===== config.mk =====
export PLATFORM = sky130hd
export DESIGN_NAME = nsdp_cell
export DESIGN_NICKNAME = d
export VERILOG_FILES = /design/src/sv/nsdp_pkg.sv /design/src/sv/nsdp_cell.sv
export SDC_FILE = /design/constraint.sdc
export NUM_CORES = 1
export LEC_CHECK = 0
export ABC_AREA = 1
export BUFFER_PORTS_ARGS = -buffer_cell sky130_fd_sc_hd__buf_2
export CORE_MARGIN = 2
export CORE_UTILIZATION = 30
export CTS_BUF_LIST = sky130_fd_sc_hd__clkbuf_2
export CTS_CLUSTER_DIAMETER = 40
export DETAILED_ROUTE_END_ITERATION = 16
export PLACE_DENSITY = 0.59
export SLEW_MARGIN = 20
export SYNTH_ARGS = -nofsm -noshare
export SYNTH_HDL_FRONTEND = slang
export SYNTH_SLANG_ARGS = --single-unit

===== constraint.sdc =====
create_clock -name clk_i -period 3 [get_ports clk_i]
set_input_delay 0 -clock clk_i [delete_from_list [all_inputs] [get_ports clk_i]]
set_output_delay 0 -clock clk_i [all_outputs]
set_load 0.005 [all_outputs]

===== src/sv/nsdp_pkg.sv =====
// Shared types and constants for the nearest-seed dot-product search.
package nsdp_pkg;

  localparam int SEED_DEPTH_DEF = 64;
  localparam int GROUP_LIMIT    = 64;

  localparam int COMP_W  = 16;
  localparam int IDX_W   = 6;
  localparam int GRP_W   = 6;
  localparam int CNT_W   = 7;
  localparam int PROD_W  = 2 * COMP_W;
  localparam int DOT_W   = PROD_W + 3;
  // wide enough to compare counts and indexes against any legal depth
  localparam int WIDE_W  = 13;

  localparam logic CMD_WRITE = 1'b0;
  localparam logic CMD_QUERY = 1'b1;

  typedef struct packed {
    logic signed [COMP_W-1:0] x;
    logic signed [COMP_W-1:0] y;
    logic signed [COMP_W-1:0] z;
  } vec_t;

  typedef struct packed {
    vec_t             dir;
    logic [GRP_W-1:0] grp;
  } seed_t;

  // tags riding along with each entry through the scan pipeline
  typedef struct packed {
    logic live;
    logic last;
  } scan_ctl_t;

endpackage


===== src/sv/nsdp_cell.sv =====
// One seed cell of the rotating seed ring.
module nsdp_cell #(
  parameter int CellIdx = 0
) (
  input  logic                 clk_i,
  input  logic                 wr_en_i,
  input  logic [5:0]           wr_index_i,
  input  nsdp_pkg::seed_t      wr_seed_i,
  input  logic                 shift_i,
  input  nsdp_pkg::seed_t      nbr_i,
  output nsdp_pkg::seed_t      seed_o
);
  import nsdp_pkg::*;

  seed_t seed_q, seed_d;
  logic  hit;

  assign hit = wr_en_i && (32'(wr_index_i) == 32'(CellIdx));

  always_comb begin
    seed_d = seed_q;
    if (hit) begin
      seed_d = wr_seed_i;
    end else if (shift_i) begin
      seed_d = nbr_i;
    end
  end

  always_ff @(posedge clk_i) begin
    seed_q <= seed_d;
  end

  assign seed_o = seed_q;

endmodule


==> impl_metrics.ini, run 1 <==
[place]
port_buffers = 170
gp_congestion = 0.7568
place_hpwl_um = 4397
place_area_um2 = 3422
dp_slack_ns = 1.216

[synth]
ys_warn_count = 0
synth_commonest_cells = nand2_1, edfxtp_1, nand3_1, buf_6, inv_1
synth.distinct_cells = 9
seq_area_frac_synth = 0.6307
synth_top_family_by_area = simple AND/OR/NAND/NOR gates
synth_enable_flop_cells = 54
synth_xor_area_frac = 0
synth_top_area_frac = 0.6307
netlist_instances = 244
synth-seq-cells = 54
synth.most_common_cell = nand2_1
synth_area_leaders = edfxtp_1, nand2_1, nand3_1
async_reset_ff_frac = 0
synth_compound_area_frac = 0
synthAdderAreaFrac = 0
yosysTopAreaCell = edfxtp_1
synth_nets = 361
synthFlopType = edfxtp_1
synthMuxAreaShare = 0
syn_avg_cell_area_um2 = 10.54
synth-simple-area-share = 0.2949
syn_area_um2 = 2571

[floorplan]
dieWidth_um = 96.58
pin_count = 171
rows = 33
initial_core_util = 0.3114
die_y_um = 96.58

[clock_tree]
cts_setup_buffers = 0
cts_hold_buf = 104
cts_made_buffers = 5
cts_sinks = 54
clock-root-buffer = clkbuf_2
cts_buffer_depth = 2
htreeDepth = 2
cts_resized = 0

[status]
status = stopped before the end
error_line = [ERROR RSZ-0060] Max buffer count reached.
haltStage = clock tree synthesis (4_1_cts)
==> through the flow <==
step / instances / utilization
3_3_place_gp: 507 / 0.4144
3_5_place_dp: 507 / 0.4144
2_1_floorplan: 244 / -
==> logic make-up after synthesis <==
| family | Yosys count |
|---|---|
| flip-flops | 54 |
| buffers and inverters | 21 |
| AND/OR/NAND/NOR | 169 |
==> run 2, diff against run 1 <==
CORE_UTILIZATION = 20   (was 30)
CTS_BUF_LIST = unset   (was sky130_fd_sc_hd__clkbuf_2)
CTS_CLUSTER_DIAMETER = unset   (was 40)
PLACE_DENSITY = unset   (was 0.59)
PLACE_DENSITY_LB_ADDON = 0.15   (was unset)
==> run 2 against run 1 <==
Net effect: area after synthesis did not move; synthesized cell count did not move; the run now ends clean.
==> impl_metrics.ini, run 2 <==
[grt]
grt_pass1_vias = 2429
grt_pass1_wl_um = 11340
grt_max_degree = 56
antenna_found_initial = 0
grt_overflow = 0
grt_usage = 0.1003

[synth]
synth_top_area_frac = 0.6307
netlist_instances = 244
synth_area_leaders = edfxtp_1, nand2_1, nand3_1
synth.most_common_cell = nand2_1
seq_area_frac_synth = 0.6307
ys_warn_count = 0
synth_enable_flop_cells = 54
syn_avg_cell_area_um2 = 10.54
async_reset_ff_frac = 0
yosysTopAreaCell = edfxtp_1
synth.distinct_cells = 9
synthFlopType = edfxtp_1
synth_nets = 361
synth_commonest_cells = nand2_1, edfxtp_1, nand3_1, buf_6, inv_1
syn_area_um2 = 2571
synth-seq-cells = 54

[status]
status = complete, no violations

[timing]
period_share = 0.5028
setup_viol = 0
hold_viol_final = 0
min_period_ns = 1.508
fin_tns_setup_ns = 0
tightest_slew_ns = 0.6564
relSlewSlack = 0.5609
worst_slack_ns = 1.492
rsz0062_at_grt = no
max_freq_ghz = 0.6629
maxSlewViolCount = 0

[clock_tree]
clk_pin_slew_worst_paths_ns = 0.07
htreeDepth = 2
cts_made_buffers = 5
cts_buffer_depth = 2
cts_tree = built
clock-root-buffer = clkbuf_16
cts_resized = 0
cts_sinks = 54

[detailed_routing]
top_layer = met4
wl_met1_um = 3057
first_pass_iters = 6
vias = 2455
drc = 0
wl_met2_um = 3465
antenna_left = 0
drt-initial-drc-count = 56
routed_wl_um = 7117
dr_wl_met3_um = 510
drt-wirelength-per-cell_um = 11.24
viasPerCell = 3.878

[place]
place_hpwl_um = 4880
gp_congestion = 0.6849
place_area_um2 = 3506
dp_slack_ns = 1.134
port_buffers = 170

[power_and_ir_drop]
leakagePower_uw = 0.002023
p_int_uw = 1363
power.density_nw_per_um2 = 420.1
p_seq_frac = 0.525
switching_power_uw = 382.0
peakVddDrop_mv = 0.2252
switching_share = 0.2189
p_comb_frac = 0.158
clockPowerShare = 0.317

[floorplan]
die_area_um2 = 13780
rows = 41
dieWidth_um = 117.4
initial_core_util = 0.2046
pin_count = 171
fp.coreArea_um2 = 12570
die_y_um = 117.4

[layout]
mostFrequentLayoutCells = buf_2, nand2_1, nand3_1, edfxtp_1, dlygate4sd3_1
antennaDiodeCount = 0
syn_to_final_growth_pct = 61.56
final_area_um2 = 4154
final_nets = 577
largest_reg_flops = 54
drive_above_1_share = 0.4056
fillers = 1343
layout_commonest_cell = buf_2

[flow_run]
cap_violations = 0

[worst_setup_path]
cp-end-kind = flip-flop
cp_slowest_cell = nand2_2
setup.worst_path.start_class = input port
critPathMaxStageDelay_ns = 0.58
path_class = input port to flip-flop
cpMostUsedCell = nand2_2
worstPathCellList = buf_2 > inv_2 > nand2_2 > nor2_8 > nand2_8 > nand2_2 > buf_12
path_max_fanout = 55
worstPathRequired_ns = 2.98
cp.arrival_ns = 1.49

[min_path]
min_path_type = input port to flip-flop
==> run 2: cell counts after synthesis <==
Identical to the previous run, type by type.
==> run 2: worst paths after layout <==
kind / from / to / slack [ns] / cells after the start
max: wr_index_i[1] / seed_o[25] / 1.49 / 7
min: nbr_i[3] / seed_o[3] / 0.005 / 3
==> run 2: worst max-delay path: cells and delay by family <==
kind,cells,cell delay [ns]
buf+inv,3,0.41
simple gates,4,1.02
==> run 2: what timing repair did <==
item	4_1_cts	5_1_grt
endpoints found under the hold margin	51	0
buffers inserted	0	0
hold buffers	51	0
endpoints found under the setup margin	0	0
==> run 2: cell type report <==
cell class	instances	area (µm²)	area share
sequential	54	1622	0.3904
clock buffer	6	128.9	0.03102
inverter	6	22.52	0.005422
tap	172	215.2	0.05181
clock inverter	2	8.758	0.002108
timing repair buffer	224	1396	0.3361
multi-input combinational	169	760.7	0.1831
==> run 2: power groups by stage <==
| stage | Combinational (µW) | Sequential [µW] | Clock (µW) |
|---|---|---|---|
| floorplan | 69.7 | 944 | 0 |
| global placement | 227 | 934 | 0 |
| detailed placement | 229 | 934 | 0 |
| CTS | 280 | 918 | 584 |
| global route | 306 | 922 | 606 |
| finish | 276 | 916 | 554 |
==> run 2: cells by family (layout without fill, tap and decap cells) <==
| group | count (synthesis) | after routing | share of synthesized area |
|---|---|---|---|
| and+or+nand+nor | 169 | 169 | 0.2949 |
| buffers and inverters | 21 | 238 | 0.07445 |
| DFF | 54 | 54 | 0.6307 |
==> run 2: per-layer routing <==
| layer | track usage | vias to the layer above |
|---|---|---|
| met5 | 0 | - |
| met4 | 0.03163 | 0 |
| met3 | 0.02772 | 5 |
| met2 | 0.1769 | 103 |
| met1 | 0.1180 | 1097 |
| li1 | - | 1250 |
==> run 2: per-stage QoR <==
stage	hold WS [ns]	total power, µW	utilization	std cells
3_3_place_gp	0.2687	1161	0.2789	574
6_report	0.004505	1745	0.3305	633
3_5_place_dp	0.2681	1163	0.2789	574
2_1_floorplan	0.1786	1013	-	244
4_1_cts	0.001120	1782	0.3305	633
5_1_grt	0.01601	1835	0.3305	633
Note: power is estimated with default switching activity, not from simulation.
