==> config.mk <==
export PLATFORM = sky130hd
export DESIGN_NAME = nsdp_scan
export DESIGN_NICKNAME = d
export VERILOG_FILES = /design/src/sv/nsdp_pkg.sv /design/src/sv/nsdp_scan.sv
export SDC_FILE = /design/constraint.sdc
export NUM_CORES = 2
export LEC_CHECK = 0
export BUFFER_PORTS_ARGS = -buffer_cell sky130_fd_sc_hd__buf_2
export CORE_MARGIN = 3
export CORE_UTILIZATION = 50
export CTS_CLUSTER_DIAMETER = 120
export CTS_CLUSTER_SIZE = 12
export DETAILED_ROUTE_END_ITERATION = 7
export GPL_TIMING_DRIVEN = 0
export PLACE_DENSITY = 0.74
export SLEW_MARGIN = 20
export SYNTH_ARGS = -nofsm -noshare
export SYNTH_HDL_FRONTEND = slang
export SYNTH_SLANG_ARGS = --single-unit
==> constraint.sdc <==
create_clock -name clk_i -period 4.44 [get_ports clk_i]
set_input_delay 0.888 -clock clk_i [delete_from_list [all_inputs] [get_ports clk_i]]
set_output_delay 0.888 -clock clk_i [all_outputs]
set_load 0.05 [all_outputs]
==> src/sv/nsdp_pkg.sv <==
// Shared types and constants for the nearest-seed dot-product search.
package nsdp_pkg;

  localparam int SEED_DEPTH_DEF = 64;
  localparam int GROUP_LIMIT    = 64;

  localparam int COMP_W  = 16;
  localparam int IDX_W   = 6;
  localparam int GRP_W   = 6;
  localparam int CNT_W   = 7;
  localparam int PROD_W  = 2 * COMP_W;
  localparam int DOT_W   = PROD_W + 3;
  // wide enough to compare counts and indexes against any legal depth
  localparam int WIDE_W  = 13;

  localparam logic CMD_WRITE = 1'b0;
  localparam logic CMD_QUERY = 1'b1;

  typedef struct packed {
    logic signed [COMP_W-1:0] x;
    logic signed [COMP_W-1:0] y;
    logic signed [COMP_W-1:0] z;
  } vec_t;

  typedef struct packed {
    vec_t             dir;
    logic [GRP_W-1:0] grp;
  } seed_t;

  // tags riding along with each entry through the scan pipeline
  typedef struct packed {
    logic live;
    logic last;
  } scan_ctl_t;

endpackage

==> src/sv/nsdp_scan.sv <==
// Dot-product pipeline and running best-entry tracker.
module nsdp_scan #(
  parameter int IdxW = 6
) (
  input  logic                  clk_i,
  input  logic                  rst_ni,
  input  logic                  start_i,
  input  nsdp_pkg::scan_ctl_t   ctl_i,
  input  logic [IdxW-1:0]       idx_i,
  input  nsdp_pkg::seed_t       seed_i,
  input  nsdp_pkg::vec_t        query_i,
  output logic                  done_o,
  output logic                  found_o,
  output logic [IdxW-1:0]       best_idx_o,
  output logic [nsdp_pkg::GRP_W-1:0] best_grp_o
);
  import nsdp_pkg::*;

  // stage 1: products
  scan_ctl_t                ctl1_q;
  logic signed [PROD_W-1:0] px_q, py_q, pz_q;
  logic [IdxW-1:0]          idx1_q;
  logic [GRP_W-1:0]         grp1_q;

  // stage 2: sum
  scan_ctl_t                ctl2_q;
  logic signed [DOT_W-1:0]  dot2_q;
  logic [IdxW-1:0]          idx2_q;
  logic [GRP_W-1:0]         grp2_q;

  // stage 3: best so far
  logic                     found_q, found_d;
  logic                     done_q;
  logic signed [DOT_W-1:0]  best_dot_q;
  logic [IdxW-1:0]          best_idx_q;
  logic [GRP_W-1:0]         best_grp_q;
  logic                     take;

  always_ff @(posedge clk_i or negedge rst_ni) begin
    if (!rst_ni) begin
      ctl1_q  <= '0;
      ctl2_q  <= '0;
      found_q <= 1'b0;
      done_q  <= 1'b0;
    end else begin
      ctl1_q  <= ctl_i;
      ctl2_q  <= ctl1_q;
      found_q <= found_d;
      done_q  <= ctl2_q.last;
    end
  end

  always_ff @(posedge clk_i) begin
    px_q   <= query_i.x * seed_i.dir.x;
    py_q   <= query_i.y * seed_i.dir.y;
    pz_q   <= query_i.z * seed_i.dir.z;
    idx1_q <= idx_i;
    grp1_q <= seed_i.grp;
    dot2_q <= DOT_W'(px_q) + DOT_W'(py_q) + DOT_W'(pz_q);
    idx2_q <= idx1_q;
    grp2_q <= grp1_q;
  end

  // first live entry always wins; later ones only on strictly larger dot
  assign take = ctl2_q.live && (!found_q || (dot2_q > best_dot_q));

  always_comb begin
    found_d = found_q;
    if (start_i) begin
      found_d = 1'b0;
    end else if (take) begin
      found_d = 1'b1;
    end
  end

  always_ff @(posedge clk_i) begin
    if (take && !start_i) begin
      best_dot_q <= dot2_q;
      best_idx_q <= idx2_q;
      best_grp_q <= grp2_q;
    end
  end

  assign done_o     = done_q;
  assign found_o    = found_q;
  assign best_idx_o = best_idx_q;
  assign best_grp_o = best_grp_q;

endmodule
==> out/qor.csv <==
metric,value,unit
outcome,"complete, but fails checks",
violations,negative setup slack,
syn_nets,5093,
fp-row-count,99,
post-synth-top-area-cell,fa_1,
start_kind,input port,
cts-root-buf,clkbuf_16,
yosysMostFrequentCell,inv_1,
fillers,5697,
drive_gt1_share,21.0,%
syn_area_per_cell,9.66,um^2
die_h,279,um
fin_skew,0.0142,ns
synth_seq_cells,206,
synthMuxAreaShare,0.0538,%
ant_nets,0,
drv_cap,0,
synth_cell_types,69,
cts_buffers,21,
drv_slew,0,
grt_use_total,24.6,%
overflow,0,
drt-total-wl,94600,um
crit_fanout,10,
hpwl,74100,um
clock-sinks,206,
die_area,77700,um^2
wl_per_cell,18.2,um
avgViaCountPerCell,5.31,
arrival,6.65,ns
fmaxAchievable,159,MHz
finalHoldViolCount,0,
syn_inst,3849,
cts_tree,yes,
worstRegToRegCells,12,
clock_latency,0.49,ns
first_iter_violations,1728,
synth-compound-area-share,5.69,%
core,73300,um^2
post-route-period-util,142,%
place_area,40700,um^2
required,4.79,ns
clockBufferDepth,3,
tightest_slew,0.731,ns
fin_crit,6.30,ns
synth-seq-area-share,12.4,%
clkTransAtPathRegs,0.06,ns
initial_utilization,50.7,%
grt_pass1_vias,29900,
io_pins,127,
setup.worst_path.class,input port to flip-flop,
crit_path_end_kind,flip-flop,
setup_viol,67,
synthToLayoutAreaGrowth,22.5,%
grt_pass1_wl,153000,um
slew_headroom,50.9,%
synthAdderAreaFrac,54.6,%
multi_input_area,30800,um^2
synth-simple-area-share,13.9,%
diodes,0,
synth_xor_area_share,2.97,%
htreeDepth,1,
rsz0062_at_grt,yes,
grt_max_degree,27,
synth.top_cell.area_share,44.1,%
fin_ws,-1.86,ns
synthTopCellsByArea,"fa_1 44%, ha_1 10%, inv_1 9.4%",
drc_errors,0,
rr_endpoint,dot2_q[31]$_DFF_P_,
num_vias,27500,
gp_routability_congestion,0.945,
dr.pass1.iters,5,
die_w,279,um
stdcell_area,45600,um^2
nNetsFinal,5460,
synth_edf_count,46,
synthesis.area,37200,um^2
antenna_found_initial,2,
reg2reg_slack,0.81,ns
yosys-top-cells-count,"927 x inv_1, 819 x fa_1, 405 x nand2_1, 373 x and2_1, 312 x ha_1",
holdCritPathClass,input port to asynchronous set/reset pin,
ys_async_sr_fraction,2.91,%
port_buffers,126,
synth_warnings,0,
regArea,4610,um^2
ctsHoldBuffers,0,
synth_top_family_by_area,adder cells,
reg2reg_from,px_q[1]$_DFF_P_,
synth_flop_cell,dfxtp_1,
how the worst max path moves through the flow:
stage                      from               end  cells past startpoint
finish              query_i[40]  px_q[31]$_DFF_P_                     21
global route        query_i[40]  px_q[31]$_DFF_P_                     21
CTS                 query_i[47]  px_q[31]$_DFF_P_                     21
detailed placement   seed_i[43]  px_q[31]$_DFF_P_                     21
global placement     seed_i[43]  px_q[31]$_DFF_P_                     21
floorplan            seed_i[40]  px_q[31]$_DFF_P_                     20
final cells by class:
class | count | area share, %
multi-input cells | 2612 | 67.7
flip-flops and latches | 206 | 10.1
inverters | 927 | 7.68
repair buffers | 348 | 6.78
plain buffers | 100 | 3.79
well taps | 959 | 2.63
clock buffers | 33 | 1.25
clock inverters | 1 | 0.0247
flip-flops by register name (all words and copies together), names as in the netlist:
| register | count |
|---|---|
| best_dot_q | 34 |
| best_grp_o | 6 |
| best_idx_o | 6 |
| ctl1_q | 2 |
| ctl2_q | 2 |
| done_o | 1 |
| dot2_q | 34 |
| found_o | 1 |
| grp1_q | 6 |
| grp2_q | 6 |
| idx1_q | 6 |
| idx2_q | 6 |
| px_q | 32 |
| py_q | 32 |
| pz_q | 32 |
cell usage in the layout, fill, tap and decap left out, types with 13 or more instances in the layout:
master     count
inv_1        860
fa_1         772
nand2_1      374
and2_1       330
ha_1         246
buf_4        184
dfxtp_1      154
xnor2_1       92
buf_6         87
nor2_1        85
inv_2         61
a21oi_1       55
clkbuf_16     54
ha_4          53
buf_8         47
fa_2          47
buf_2         47
edfxtp_1      46
a21o_1        45
and2_4        43
o21ai_0       33
a21oi_2       32
nand2b_1      26
o21a_1        22
xor2_1        20
nand3_1       19
buf_12        18
clkbuf_8      16
nand2_2       16
nand4_1       16
clkbuf_1      15
nor3_1        15
nand2_4       14
clkbuf_4      13
xnor2_2       13
ha_2          13
logic make-up after synthesis:
logic type	after synthesis
flip-flops	206
multiplexers	2
AND/OR/NAND/NOR	1028
adder cells (fa/ha/maj)	1131
buffers and inverters	1031
AO/OA/AOI/OAI	325
XOR/XNOR	126
per-stage QoR:
step / hold WS (ns) / cells / TNS (ns) / setup slack, ns / util [%]
after floorplan: 0.310 / 3849 / -71.75 / -1.86 / -
after global placement: 0.310 / 4934 / -117.33 / -2.72 / 55.5
after detailed placement: 0.313 / 4935 / -120.45 / -2.74 / 55.5
after CTS: 0.195 / 5090 / -73.01 / -1.87 / 59.7
after global routing: 0.203 / 5186 / -86.13 / -2.01 / 62.1
final: 0.219 / 5186 / -77.25 / -1.86 / 62.1
per-layer routing:
metal	share of wire, %	GRT usage [%]	vias up
li1	-	-	12300
met1	41	33.4	14000
met2	49	41.7	993
met3	6.8	3.49	220
met4	3.2	6.67	2
met5	0.021	0	-
critical path: stages:
cell and delay (ns):
buf_2 0.20, clkbuf_8 0.22, nand2_1 0.10, fa_1 0.55, inv_1 0.06, fa_1 0.57
fa_1 0.46, fa_1 0.48, fa_1 0.50, inv_1 0.05, fa_1 0.47, inv_1 0.07
ha_4 0.30, nand2_1 0.05, or3_4 0.40, or4_4 0.44, o22ai_4 0.19, o221ai_4 0.15
o2111ai_2 0.23, a21oi_2 0.11, xnor2_2 0.15
timing repair:
item / in CTS / in global routing
cloned: 6 / 1
setup buffers: 118 / 102
pin swaps: 180 / 197
endpoints found under the setup margin: 71 / 72
gates resized for setup: 380 / 321
Power is not shown: default switching activity piles up to over one toggle a cycle in this logic, so the estimate is an artifact.
